File: config.mk
export PLATFORM = sky130hd
export DESIGN_NAME = analog_ladder_keypad_decoder_core_flat
export DESIGN_NICKNAME = d
export VERILOG_FILES = /design/src/hdl/akd_pkg.sv /design/src/hdl/akd_in_if.sv /design/src/hdl/akd_out_if.sv /design/src/hdl/akd_cfg_regs.sv /design/src/hdl/akd_engine.sv /design/src/hdl/akd_out_buf.sv /design/src/hdl/analog_ladder_keypad_decoder_core.sv /design/src/flat_wrapper.sv
export SDC_FILE = /design/constraint.sdc
export NUM_CORES = 2
export LEC_CHECK = 0
export BUFFER_PORTS_ARGS = -buffer_cell sky130_fd_sc_hd__buf_2
export CORE_MARGIN = 2
export CORE_UTILIZATION = 38
export CTS_CLUSTER_SIZE = 16
export DETAILED_ROUTE_END_ITERATION = 6
export HOLD_SLACK_MARGIN = 0.08
export PLACE_DENSITY_LB_ADDON = 0.3
export SYNTH_ARGS = -nofsm -noshare
export SYNTH_HDL_FRONTEND = slang
export SYNTH_HIERARCHICAL = 1
export SYNTH_SLANG_ARGS = --single-unit
File: constraint.sdc
create_clock -name clk_i -period 11.98 [get_ports clk_i]
set_clock_uncertainty 0.1 [all_clocks]
set_input_delay 3.594 -clock clk_i [delete_from_list [all_inputs] [get_ports clk_i]]
set_output_delay 3.594 -clock clk_i [all_outputs]
set_load 0.05 [all_outputs]
File: src/hdl/akd_pkg.sv
// Package for the analog ladder keypad decoder: widths, reset levels,
// request and register codes, key bit numbers and the shared struct types.
// No dependencies; every other file of the block takes names from here.
`default_nettype none

package akd_pkg;

  // Field and storage widths
  localparam int NumKeys     = 12;
  localparam int AdcBits     = 12;
  localparam int TimerBits   = 24;
  localparam int ElapsedBits = 16;
  localparam int KeyIdxBits  = 4;
  localparam int ReqBits     = 2;
  localparam int CfgIdxBits  = 2;
  localparam int CfgBits     = 12;

  // Threshold register reset values
  localparam logic [AdcBits-1:0] LevelTopRst   = AdcBits'(3500);
  localparam logic [AdcBits-1:0] LevelUpperRst = AdcBits'(2300);
  localparam logic [AdcBits-1:0] LevelFnMidRst = AdcBits'(1800);
  localparam logic [AdcBits-1:0] LevelFloorRst = AdcBits'(500);

  localparam logic [TimerBits-1:0] TimerMax = {TimerBits{1'b1}};

  // Request codes
  typedef enum logic [ReqBits-1:0] {
    REQ_SAMPLE = 2'd0,
    REQ_PRESS  = 2'd1,
    REQ_HOLD   = 2'd2
  } req_e;

  // Configuration register indexes
  typedef enum logic [CfgIdxBits-1:0] {
    CFG_LEVEL_TOP    = 2'd0,
    CFG_LEVEL_UPPER  = 2'd1,
    CFG_LEVEL_FN_MID = 2'd2,
    CFG_LEVEL_FLOOR  = 2'd3
  } cfg_idx_e;

  // Bit numbers of the keys in the masks
  localparam int KeyA       = 0;
  localparam int KeyB       = 1;
  localparam int KeyC       = 2;
  localparam int KeyD       = 3;
  localparam int KeyLeft    = 4;
  localparam int KeyRight   = 5;
  localparam int KeyUp      = 6;
  localparam int KeyDown    = 7;
  localparam int KeyCenter  = 8;
  localparam int KeyZUp     = 9;
  localparam int KeyZDown   = 10;
  localparam int KeyZCenter = 11;

  // Threshold set handed from the register file to the engine
  typedef struct packed {
    logic [AdcBits-1:0] top;
    logic [AdcBits-1:0] upper;
    logic [AdcBits-1:0] fn_mid;
    logic [AdcBits-1:0] floor_lv;
  } levels_t;

  // One input word
  typedef struct packed {
    logic [ReqBits-1:0]     req_type;
    logic [AdcBits-1:0]     fn_level;
    logic [AdcBits-1:0]     x_level;
    logic [AdcBits-1:0]     y_level;
    logic [AdcBits-1:0]     z_level;
    logic [ElapsedBits-1:0] elapsed_ms;
    logic [KeyIdxBits-1:0]  key_index;
  } item_t;

  // One result word
  typedef struct packed {
    logic                 pressed;
    logic [TimerBits-1:0] hold_ms;
    logic [NumKeys-1:0]   down_mask_out;
    logic                 any_down;
  } result_t;

endpackage

`default_nettype wire

File: src/hdl/akd_in_if.sv
// Input channel of the keypad decoder: valid, ready and the request word.
// Depends on akd_pkg for the field widths.
`default_nettype none

interface akd_in_if;
  logic                             valid;
  logic                             ready;
  logic [akd_pkg::ReqBits-1:0]      req_type;
  logic [akd_pkg::AdcBits-1:0]      fn_level;
  logic [akd_pkg::AdcBits-1:0]      x_level;
  logic [akd_pkg::AdcBits-1:0]      y_level;
  logic [akd_pkg::AdcBits-1:0]      z_level;
  logic [akd_pkg::ElapsedBits-1:0]  elapsed_ms;
  logic [akd_pkg::KeyIdxBits-1:0]   key_index;

  modport source (
    output valid, req_type, fn_level, x_level, y_level, z_level, elapsed_ms, key_index,
    input  ready
  );
  modport sink (
    input  valid, req_type, fn_level, x_level, y_level, z_level, elapsed_ms, key_index,
    output ready
  );
endinterface

`default_nettype wire

File: src/hdl/akd_out_if.sv
// Output channel of the keypad decoder: valid, ready and the result word.
// Depends on akd_pkg for the field widths.
`default_nettype none

interface akd_out_if;
  logic                             valid;
  logic                             ready;
  logic                             pressed;
  logic [akd_pkg::TimerBits-1:0]    hold_ms;
  logic [akd_pkg::NumKeys-1:0]      down_mask_out;
  logic                             any_down;

  modport source (
    output valid, pressed, hold_ms, down_mask_out, any_down,
    input  ready
  );
  modport sink (
    input  valid, pressed, hold_ms, down_mask_out, any_down,
    output ready
  );
endinterface

`default_nettype wire

File: src/hdl/akd_cfg_regs.sv
// Threshold register file of the keypad decoder, written through a plain
// write port. Depends on akd_pkg for widths, indexes and reset values.
`default_nettype none

module akd_cfg_regs (
  input  wire logic                            clk_i,
  input  wire logic                            rst_ni,
  input  wire logic                            cfg_we_i,
  input  wire logic [akd_pkg::CfgIdxBits-1:0]  cfg_idx_i,
  input  wire logic [akd_pkg::CfgBits-1:0]     cfg_data_i,
  output akd_pkg::levels_t                     levels_o
);

  akd_pkg::levels_t levels_q;

  // Write the addressed threshold; the data is exactly one level wide.
  always_ff @(posedge clk_i or negedge rst_ni) begin
    if (!rst_ni) begin
      levels_q.top      <= akd_pkg::LevelTopRst;
      levels_q.upper    <= akd_pkg::LevelUpperRst;
      levels_q.fn_mid   <= akd_pkg::LevelFnMidRst;
      levels_q.floor_lv <= akd_pkg::LevelFloorRst;
    end else if (cfg_we_i) begin
      case (cfg_idx_i)
        akd_pkg::CFG_LEVEL_TOP:    levels_q.top      <= akd_pkg::AdcBits'(cfg_data_i);
        akd_pkg::CFG_LEVEL_UPPER:  levels_q.upper    <= akd_pkg::AdcBits'(cfg_data_i);
        akd_pkg::CFG_LEVEL_FN_MID: levels_q.fn_mid   <= akd_pkg::AdcBits'(cfg_data_i);
        akd_pkg::CFG_LEVEL_FLOOR:  levels_q.floor_lv <= akd_pkg::AdcBits'(cfg_data_i);
        default: ;
      endcase
    end
  end

  assign levels_o = levels_q;

endmodule

`default_nettype wire

File: src/hdl/akd_engine.sv
// Key state of the decoder (down mask, acknowledge mask, hold timers) and
// the single-pass logic that turns one request word into its result word.
// Depends on akd_pkg.
`default_nettype none

module akd_engine (
  input  wire logic              clk_i,
  input  wire logic              rst_ni,
  input  wire logic              accept_i,
  input  wire akd_pkg::item_t    item_i,
  input  wire akd_pkg::levels_t  levels_i,
  output akd_pkg::result_t       result_o
);

  localparam int NK = akd_pkg::NumKeys;
  localparam int TB = akd_pkg::TimerBits;

  logic [NK-1:0] down_q, down_d;
  logic [NK-1:0] ack_q, ack_d;
  logic [TB-1:0] timer_q [NK];
  logic [TB-1:0] timer_d [NK];

  logic [NK-1:0] sample_mask;
  logic [NK-1:0] key_sel;
  logic          hit;
  logic [TB-1:0] hold_sel;
  logic [TB:0]   timer_sum [NK];

  // Ladder comparators: strictly above, highest threshold first.
  always_comb begin
    sample_mask = '0;
    if (item_i.fn_level > levels_i.top)           sample_mask[akd_pkg::KeyD] = 1'b1;
    else if (item_i.fn_level > levels_i.upper)    sample_mask[akd_pkg::KeyC] = 1'b1;
    else if (item_i.fn_level > levels_i.fn_mid)   sample_mask[akd_pkg::KeyB] = 1'b1;
    else if (item_i.fn_level > levels_i.floor_lv) sample_mask[akd_pkg::KeyA] = 1'b1;

    if (item_i.x_level > levels_i.top)            sample_mask[akd_pkg::KeyRight] = 1'b1;
    else if (item_i.x_level > levels_i.floor_lv)  sample_mask[akd_pkg::KeyLeft] = 1'b1;

    if (item_i.y_level > levels_i.top)            sample_mask[akd_pkg::KeyCenter] = 1'b1;
    else if (item_i.y_level > levels_i.upper)     sample_mask[akd_pkg::KeyDown] = 1'b1;
    else if (item_i.y_level > levels_i.floor_lv)  sample_mask[akd_pkg::KeyUp] = 1'b1;

    if (item_i.z_level > levels_i.top)            sample_mask[akd_pkg::KeyZCenter] = 1'b1;
    else if (item_i.z_level > levels_i.upper)     sample_mask[akd_pkg::KeyZDown] = 1'b1;
    else if (item_i.z_level > levels_i.floor_lv)  sample_mask[akd_pkg::KeyZUp] = 1'b1;
  end

  // One-hot key select; an index past the last key shifts out to zero.
  assign key_sel = NK'(1) << item_i.key_index;
  assign hit     = |(down_q & ~ack_q & key_sel);

  // Hold timer read for a hold query.
  always_comb begin
    hold_sel = '0;
    for (int i = 0; i < NK; i++) begin
      if (key_sel[i]) hold_sel = hold_sel | timer_q[i];
    end
  end

  // Saturating timer adders, one per key.
  always_comb begin
    for (int i = 0; i < NK; i++) begin
      timer_sum[i] = {1'b0, timer_q[i]} + (TB + 1)'(item_i.elapsed_ms);
    end
  end

  // Next state and result for the request type.
  always_comb begin
    down_d = down_q;
    ack_d  = ack_q;
    for (int i = 0; i < NK; i++) timer_d[i] = timer_q[i];
    result_o.pressed = 1'b0;
    result_o.hold_ms = '0;
    case (item_i.req_type)
      akd_pkg::REQ_SAMPLE: begin
        down_d = sample_mask;
        ack_d  = ack_q & sample_mask;
        for (int i = 0; i < NK; i++) begin
          if (!sample_mask[i])    timer_d[i] = '0;
          else if (timer_sum[i][TB]) timer_d[i] = akd_pkg::TimerMax;
          else                    timer_d[i] = timer_sum[i][TB-1:0];
        end
      end
      akd_pkg::REQ_PRESS: begin
        if (hit) begin
          down_d = down_q & ~key_sel;
          ack_d  = ack_q | key_sel;
          result_o.pressed = 1'b1;
        end
      end
      akd_pkg::REQ_HOLD: begin
        result_o.hold_ms = hold_sel;
      end
      default: ;
    endcase
    result_o.down_mask_out = down_d;
    result_o.any_down      = |down_d;
  end

  // State advances only on an accepted word.
  always_ff @(posedge clk_i or negedge rst_ni) begin
    if (!rst_ni) begin
      down_q <= '0;
      ack_q  <= '0;
      for (int i = 0; i < NK; i++) timer_q[i] <= '0;
    end else if (accept_i) begin
      down_q <= down_d;
      ack_q  <= ack_d;
      for (int i = 0; i < NK; i++) timer_q[i] <= timer_d[i];
    end
  end

endmodule

`default_nettype wire

File: src/hdl/akd_out_buf.sv
// Two-entry result buffer: an output register and a skid register, so the
// input side keeps taking words while a result waits. Depends on akd_pkg.
`default_nettype none

module akd_out_buf (
  input  wire logic             clk_i,
  input  wire logic             rst_ni,
  input  wire logic             in_valid_i,
  output logic                  in_ready_o,
  input  wire akd_pkg::result_t in_data_i,
  output logic                  out_valid_o,
  input  wire logic             out_ready_i,
  output akd_pkg::result_t      out_data_o
);

  logic             out_valid_q;
  logic             skid_valid_q;
  akd_pkg::result_t out_data_q;
  akd_pkg::result_t skid_data_q;
  logic             push;
  logic             pop;

  assign in_ready_o = !skid_valid_q;
  assign push       = in_valid_i && in_ready_o;
  assign pop        = out_valid_q && out_ready_i;

  // Control: the skid register only fills while the output register stalls.
  always_ff @(posedge clk_i or negedge rst_ni) begin
    if (!rst_ni) begin
      out_valid_q  <= 1'b0;
      skid_valid_q <= 1'b0;
    end else begin
      if (push) begin
        if (out_valid_q && !pop) skid_valid_q <= 1'b1;
        else                     out_valid_q  <= 1'b1;
      end else if (pop) begin
        if (skid_valid_q) skid_valid_q <= 1'b0;
        else              out_valid_q  <= 1'b0;
      end
    end
  end

  // Payload registers.
  always_ff @(posedge clk_i) begin
    if (push) begin
      if (out_valid_q && !pop) skid_data_q <= in_data_i;
      else                     out_data_q  <= in_data_i;
    end else if (pop && skid_valid_q) begin
      out_data_q <= skid_data_q;
    end
  end

  assign out_valid_o = out_valid_q;
  assign out_data_o  = out_data_q;

endmodule

`default_nettype wire

File: src/hdl/analog_ladder_keypad_decoder_core.sv
// Analog ladder keypad decoder, top level.
//
// Channels: in_i carries request words (sample, press query, hold query),
// out_o one result word per request, in order. Both use valid and ready; a
// word moves at a rising edge where both are high. Thresholds are written
// via cfg_we_i/cfg_idx_i/cfg_data_i, by the user only while idle (unchecked).
//
// Timing: a result is registered at the edge where its request is taken.
// Throughput: one request per cycle while in_i.ready is high; comparators,
// mask update and twelve saturating timer adders are one level of logic
// ahead of the result register.
//
// Stall: a result register plus a skid register sit on the output; the
// block takes one more request while a result waits and drops in_i.ready
// only once both hold results. No word is lost or repeated.
//
// Reset: thresholds return to their defaults, the down and acknowledge
// masks and all hold timers clear, and both output registers are empty.
// Depends on akd_pkg, akd_in_if, akd_out_if and the akd_* modules.
`default_nettype none

module analog_ladder_keypad_decoder_core (
  input  wire logic                            clk_i,
  input  wire logic                            rst_ni,
  input  wire logic                            cfg_we_i,
  input  wire logic [akd_pkg::CfgIdxBits-1:0]  cfg_idx_i,
  input  wire logic [akd_pkg::CfgBits-1:0]     cfg_data_i,
  akd_in_if.sink                               in_i,
  akd_out_if.source                            out_o
);

  akd_pkg::levels_t levels;
  akd_pkg::item_t   item;
  akd_pkg::result_t result;
  akd_pkg::result_t out_data;
  logic             in_ready;
  logic             accept;

  // Gather the input word.
  assign item.req_type   = in_i.req_type;
  assign item.fn_level   = in_i.fn_level;
  assign item.x_level    = in_i.x_level;
  assign item.y_level    = in_i.y_level;
  assign item.z_level    = in_i.z_level;
  assign item.elapsed_ms = in_i.elapsed_ms;
  assign item.key_index  = in_i.key_index;

  assign in_i.ready = in_ready;
  assign accept     = in_i.valid && in_ready;

  akd_cfg_regs u_cfg (
    .clk_i      (clk_i),
    .rst_ni     (rst_ni),
    .cfg_we_i   (cfg_we_i),
    .cfg_idx_i  (cfg_idx_i),
    .cfg_data_i (cfg_data_i),
    .levels_o   (levels)
  );

  akd_engine u_engine (
    .clk_i    (clk_i),
    .rst_ni   (rst_ni),
    .accept_i (accept),
    .item_i   (item),
    .levels_i (levels),
    .result_o (result)
  );

  akd_out_buf u_out_buf (
    .clk_i       (clk_i),
    .rst_ni      (rst_ni),
    .in_valid_i  (in_i.valid),
    .in_ready_o  (in_ready),
    .in_data_i   (result),
    .out_valid_o (out_o.valid),
    .out_ready_i (out_o.ready),
    .out_data_o  (out_data)
  );

  // Spread the result word onto the output channel.
  assign out_o.pressed       = out_data.pressed;
  assign out_o.hold_ms       = out_data.hold_ms;
  assign out_o.down_mask_out = out_data.down_mask_out;
  assign out_o.any_down      = out_data.any_down;

endmodule

`default_nettype wire
File: src/flat_wrapper.sv
// flat-port wrapper written by rule: the top's interface ports become plain ports
module analog_ladder_keypad_decoder_core_flat 
  (clk_i, rst_ni, cfg_we_i, cfg_idx_i, cfg_data_i, in_i_valid, in_i_req_type, in_i_fn_level, in_i_x_level, in_i_y_level, in_i_z_level, in_i_elapsed_ms, in_i_key_index, in_i_ready, out_o_valid, out_o_pressed, out_o_hold_ms, out_o_down_mask_out, out_o_any_down, out_o_ready);
  akd_in_if in_i_i ();
  akd_out_if out_o_i ();
  input  wire logic clk_i;
  input  wire logic rst_ni;
  input  wire logic cfg_we_i;
  input  wire logic [akd_pkg::CfgIdxBits-1:0] cfg_idx_i;
  input  wire logic [akd_pkg::CfgBits-1:0] cfg_data_i;
  input wire logic [$bits(in_i_i.valid)-1:0] in_i_valid;
  input wire logic [$bits(in_i_i.req_type)-1:0] in_i_req_type;
  input wire logic [$bits(in_i_i.fn_level)-1:0] in_i_fn_level;
  input wire logic [$bits(in_i_i.x_level)-1:0] in_i_x_level;
  input wire logic [$bits(in_i_i.y_level)-1:0] in_i_y_level;
  input wire logic [$bits(in_i_i.z_level)-1:0] in_i_z_level;
  input wire logic [$bits(in_i_i.elapsed_ms)-1:0] in_i_elapsed_ms;
  input wire logic [$bits(in_i_i.key_index)-1:0] in_i_key_index;
  output wire logic [$bits(in_i_i.ready)-1:0] in_i_ready;
  output wire logic [$bits(out_o_i.valid)-1:0] out_o_valid;
  output wire logic [$bits(out_o_i.pressed)-1:0] out_o_pressed;
  output wire logic [$bits(out_o_i.hold_ms)-1:0] out_o_hold_ms;
  output wire logic [$bits(out_o_i.down_mask_out)-1:0] out_o_down_mask_out;
  output wire logic [$bits(out_o_i.any_down)-1:0] out_o_any_down;
  input wire logic [$bits(out_o_i.ready)-1:0] out_o_ready;
  assign in_i_i.valid = in_i_valid;
  assign in_i_i.req_type = in_i_req_type;
  assign in_i_i.fn_level = in_i_fn_level;
  assign in_i_i.x_level = in_i_x_level;
  assign in_i_i.y_level = in_i_y_level;
  assign in_i_i.z_level = in_i_z_level;
  assign in_i_i.elapsed_ms = in_i_elapsed_ms;
  assign in_i_i.key_index = in_i_key_index;
  assign in_i_ready = in_i_i.ready;
  assign out_o_valid = out_o_i.valid;
  assign out_o_pressed = out_o_i.pressed;
  assign out_o_hold_ms = out_o_i.hold_ms;
  assign out_o_down_mask_out = out_o_i.down_mask_out;
  assign out_o_any_down = out_o_i.any_down;
  assign out_o_i.ready = out_o_ready;
  analog_ladder_keypad_decoder_core u_core (.clk_i(clk_i), .rst_ni(rst_ni), .cfg_we_i(cfg_we_i), .cfg_idx_i(cfg_idx_i), .cfg_data_i(cfg_data_i), .in_i(in_i_i), .out_o(out_o_i));
endmodule
==> summary.json <==
{
  "critical_path_buf_inv_count": 2,
  "synth_top_cell_by_area": "sky130_fd_sc_hd__dfrtp_1",
  "detail_route.vias_per_cell": 5.784,
  "grt_overflow": 0,
  "drt_iter0_drc": 2449,
  "muxShareOfSynthArea": 0.03828,
  "clock_power_share": 0.221,
  "routed-via-count": 28480,
  "worst-setup-path-type": "in -> reg",
  "result_of_the_run": "complete, no violations",
  "static_power_due_to_leakage_nw": 16.25,
  "worst_ep_required_time_ps": 12400,
  "antenna-diode-count": 0,
  "grt.total_usage": 0.2175,
  "via_count_of_the_first_global_routing_pass": 26380,
  "post-route-drc-count": 0,
  "startpoint_type": "primary input",
  "combinational_family_with_the_most_area_after_synthesis": "compound AO/OA/AOI/OAI gates",
  "power_frac_seq": 0.311,
  "synth-async-reset-ratio": 0.8265,
  "synth-xor-area-share": 0.03143,
  "yosys_most_used_dff": "sky130_fd_sc_hd__dfrtp_1",
  "fin_crit_ps": 7411,
  "worst_slack_ps": 4569,
  "critical_path.slowest_cell": "sky130_fd_sc_hd__nor3_2",
  "flip_flop_and_latch_count_after_synthesis": 438,
  "yosysMostFrequentCell": "sky130_fd_sc_hd__nand2_1",
  "detailedPlace.worstSlack_ps": 3866,
  "top_level_ports": 129,
  "clk_path_buf_depth": 3,
  "ys_types": 99,
  "final_layout_size_suffix_gt1_frac": 0.1146,
  "ant_nets": 0,
  "cts-resized-gates": 0,
  "grt_first_pass_wirelength_um": 154800,
  "floorplan.initialDensity": 0.3849,
  "placementRows": 107,
  "detailed_place_hpwl_um": 74170,
  "floorplan.core_area_sq_um": 85410,
  "totalWireLength_um": 99360,
  "drt-pass1-iter-count": 6,
  "cts_setup_buffers": 0,
  "clk_root_buf": "sky130_fd_sc_hd__clkbuf_16",
  "cts.reportedPaths.clkPinSlew_ps": 60,
  "timing.critical_path.to_type": "flop",
  "path_delay_family": "simple AND/OR/NAND/NOR gates",
  "cts.sinks": 438,
  "dieWidth_um": 298.2,
  "drv.max_cap_violation_count": 0,
  "pwr-share-comb": 0.468,
  "finalSetupTns_ps": 0,
  "place_congestion": 0.9111,
  "nets": 4175,
  "critPathMaxFanout": 17,
  "timing.critical_path.arrival_ps": 7830,
  "rsz0062_at_grt": "false",
  "critical_path.cell_chain": "buf_2 -> inv_1 -> fa_1 -> nand2b_1 -> a21oi_1 -> o2bb2ai_1 -> a211oi_1 -> nor3_1 -> nor3_2 -> nor2b_1 -> a311oi_1",
  "postCtsHoldBufs": 0,
  "syn-instance-count": 3644,
  "hold_class": "reg -> reg",
  "synth_seq_area_share": 0.3458,
  "wl_per_cell_um": 20.18,
  "power_density_nw_per_um2": 204.8,
  "fin_total_pwr_mw": 7.488,
  "synth_compound_area_frac": 0.2500,
  "worst_rel_slew_slack": 0.2080,
  "synth_common_cells": "346 x sky130_fd_sc_hd__nand2_1, 338 x sky130_fd_sc_hd__dfrtp_1, 336 x sky130_fd_sc_hd__ha_1, 300 x sky130_fd_sc_hd__o21ai_0, 297 x sky130_fd_sc_hd__nor2_1",
  "worst_ir_drop_vdd_mv": 0.1548,
  "slowest_delay_ps": 960,
  "share_of_the_clock_period_used_by_the_worst_path": 0.6186,
  "syn-cell-area_sq_um": 32880,
  "cts_htree_levels": 2,
  "p_int_mw": 4.368,
  "numPortBuffers": 128,
  "ys_top_cells_by_area": "sky130_fd_sc_hd__dfrtp_1 26%, sky130_fd_sc_hd__ha_1 13%, sky130_fd_sc_hd__edfxtp_1 6.9%",
  "maxClockFrequency_mhz": 134.9,
  "final_max_slew_viol_count": 0,
  "clkLatencyLatePin_ps": 630,
  "synth-edff-count": 76,
  "fp.dieArea_sq_um": 88890,
  "floorplan.die.height_um": 298.2,
  "area_growth_syn_to_layout_pct": 11.20,
  "total_switching_power_mw": 3.119,
  "grt_max_degree": 179,
  "synth.yosys.warnings": 6,
  "synth_top_area_share": 0.2572,
  "placed_cells_incl_taps": 4829,
  "mean_post_synth_cell_area_sq_um": 9.023,
  "synth_fp_nets": 4081,
  "switching_share": 0.4166,
  "tightest_slew_ps": 1182,
  "numCtsBuffers": 51,
  "synth-simple-area-share": 0.1653,
  "filler_free_cell_count_of_the_finished_design": 4924,
  "cts_tree": "done",
  "antenna_violations_before_repair": 2,
  "setup-violations-final": 0,
  "synth-adder-area-share": 0.1352,
  "final_count_of_hold_timing_violations": 0
}
[cell families (layout without fill, tap and decap cells)]
family                     Yosys count  in the layout
DFF                                438            438
xor gates and xnor gates           118            118
adders and majority gates          348            348
muxes                              100            100
AOI/OAI and AO/OA                 1252           1252
and+or+nand+nor                   1116           1116
buffers and inverters              272            408
[layer usage]
layer | GRT usage | up-vias | share of wire
met5 | 0 | - | 0.00013
met4 | 0.06963 | 2 | 0.032
met3 | 0.02392 | 151 | 0.049
met2 | 0.3492 | 834 | 0.45
met1 | 0.3055 | 13540 | 0.46
li1 | - | 13960 | -
[area by class of cell]
class / count / area (sq um)
clock buffers: 66 / 1383
clock inverters: 29 / 359.1
fillers: 8544 / 48850
inverters: 147 / 551.8
multi-input cells: 2934 / 20490
flip-flops and latches: 438 / 11370
well taps: 1144 / 1431
repair buffers: 166 / 973.4
[power groups by stage]
stage          combinational (mW)  clock, mW  sequential, mW
3_3_place_gp                 3.41          0            2.34
3_5_place_dp                 3.45          0            2.35
6_report                     3.51       1.66            2.33
5_1_grt                      3.92       1.75            2.38
4_1_cts                      3.48       1.70            2.32
2_1_floorplan                2.55          0            2.41
[worst reg2reg max path: stages (launching register included)]
cell                       delay, ps
sky130_fd_sc_hd__dfstp_2         530
sky130_fd_sc_hd__inv_1           110
sky130_fd_sc_hd__ha_1            330
sky130_fd_sc_hd__nand4_1         140
sky130_fd_sc_hd__nor3_1          490
sky130_fd_sc_hd__o21ai_0         180
sky130_fd_sc_hd__a22oi_1         590
sky130_fd_sc_hd__buf_4           310
sky130_fd_sc_hd__nor3b_1          80
sky130_fd_sc_hd__buf_4           200
sky130_fd_sc_hd__a22o_1          260
sky130_fd_sc_hd__nand4b_1        240
sky130_fd_sc_hd__mux2_4          300
[metrics by stage]
stage | hold WS [ps] | cell area [sq um] | util
final | 391.5 | 36560 | 0.4280
after global placement | 374.2 | 34820 | 0.4077
after floorplan | 357.5 | 32880 | -
after detailed placement | 377.8 | 34820 | 0.4077
after CTS | 391.3 | 36560 | 0.4280
after global routing | 418.0 | 36560 | 0.4280
[layout by cell type (no fill, tap or decap), types with 73 or more instances in the layout]
master / synthesis / routed
sky130_fd_sc_hd__a221oi_1: 74 / 74
sky130_fd_sc_hd__dfrtp_1: 338 / 338
sky130_fd_sc_hd__inv_1: 147 / 147
sky130_fd_sc_hd__a22o_1: 78 / 78
sky130_fd_sc_hd__nor3_1: 88 / 87
sky130_fd_sc_hd__edfxtp_1: 76 / 76
sky130_fd_sc_hd__nand2_1: 346 / 345
sky130_fd_sc_hd__a31oi_1: 80 / 80
sky130_fd_sc_hd__ha_1: 336 / 336
sky130_fd_sc_hd__o21ai_0: 300 / 299
sky130_fd_sc_hd__a21oi_1: 271 / 271
sky130_fd_sc_hd__nor2_1: 297 / 295
sky130_fd_sc_hd__a21o_1: 73 / 73
sky130_fd_sc_hd__xnor2_1: 89 / 89
sky130_fd_sc_hd__buf_2: 20 / 127
[sequential cells by signal, indices dropped and copies added, names as in the netlist]
signal                         flops
u_core/u_engine/timer_q          288
u_core/u_cfg/levels_o             48
u_core/u_out_buf/out_data_o       38
u_core/u_out_buf/skid_data_q      38
u_core/u_engine/ack_q             12
u_core/u_engine/down_q            12
u_core/u_out_buf/out_valid_o       1
u_core/u_out_buf/skid_valid_q      1
[worst paths after layout]
kind | start | to | slack, ps | cells past startpoint
setup / recovery | in_i_elapsed_ms[1] | u_core/u_engine/timer_q[237]$_DFFE_PN0P_ | 4570 | 11
hold / removal | u_core/u_engine/ack_q[3]$_DFFE_PN0P_ | u_core/u_engine/ack_q[3]$_DFFE_PN0P_ | 390 | 2
setup reg to reg | u_core/u_cfg/levels_o[46]$_DFFE_PN1P_ | u_core/u_out_buf/out_data_o[0]$_DFFE_PP_ | 7880 | 12
hold reg to reg | u_core/u_engine/ack_q[3]$_DFFE_PN0P_ | u_core/u_engine/ack_q[3]$_DFFE_PN0P_ | 390 | 2
max in group asynchronous | rst_ni | u_core/u_engine/timer_q[78]$_DFFE_PN0P_ | 7560 | 2
min in group asynchronous | rst_ni | u_core/u_cfg/levels_o[34]$_DFFE_PN0P_ | 2850 | 1
No activity file was read; power rests on OpenSTA's default activity.
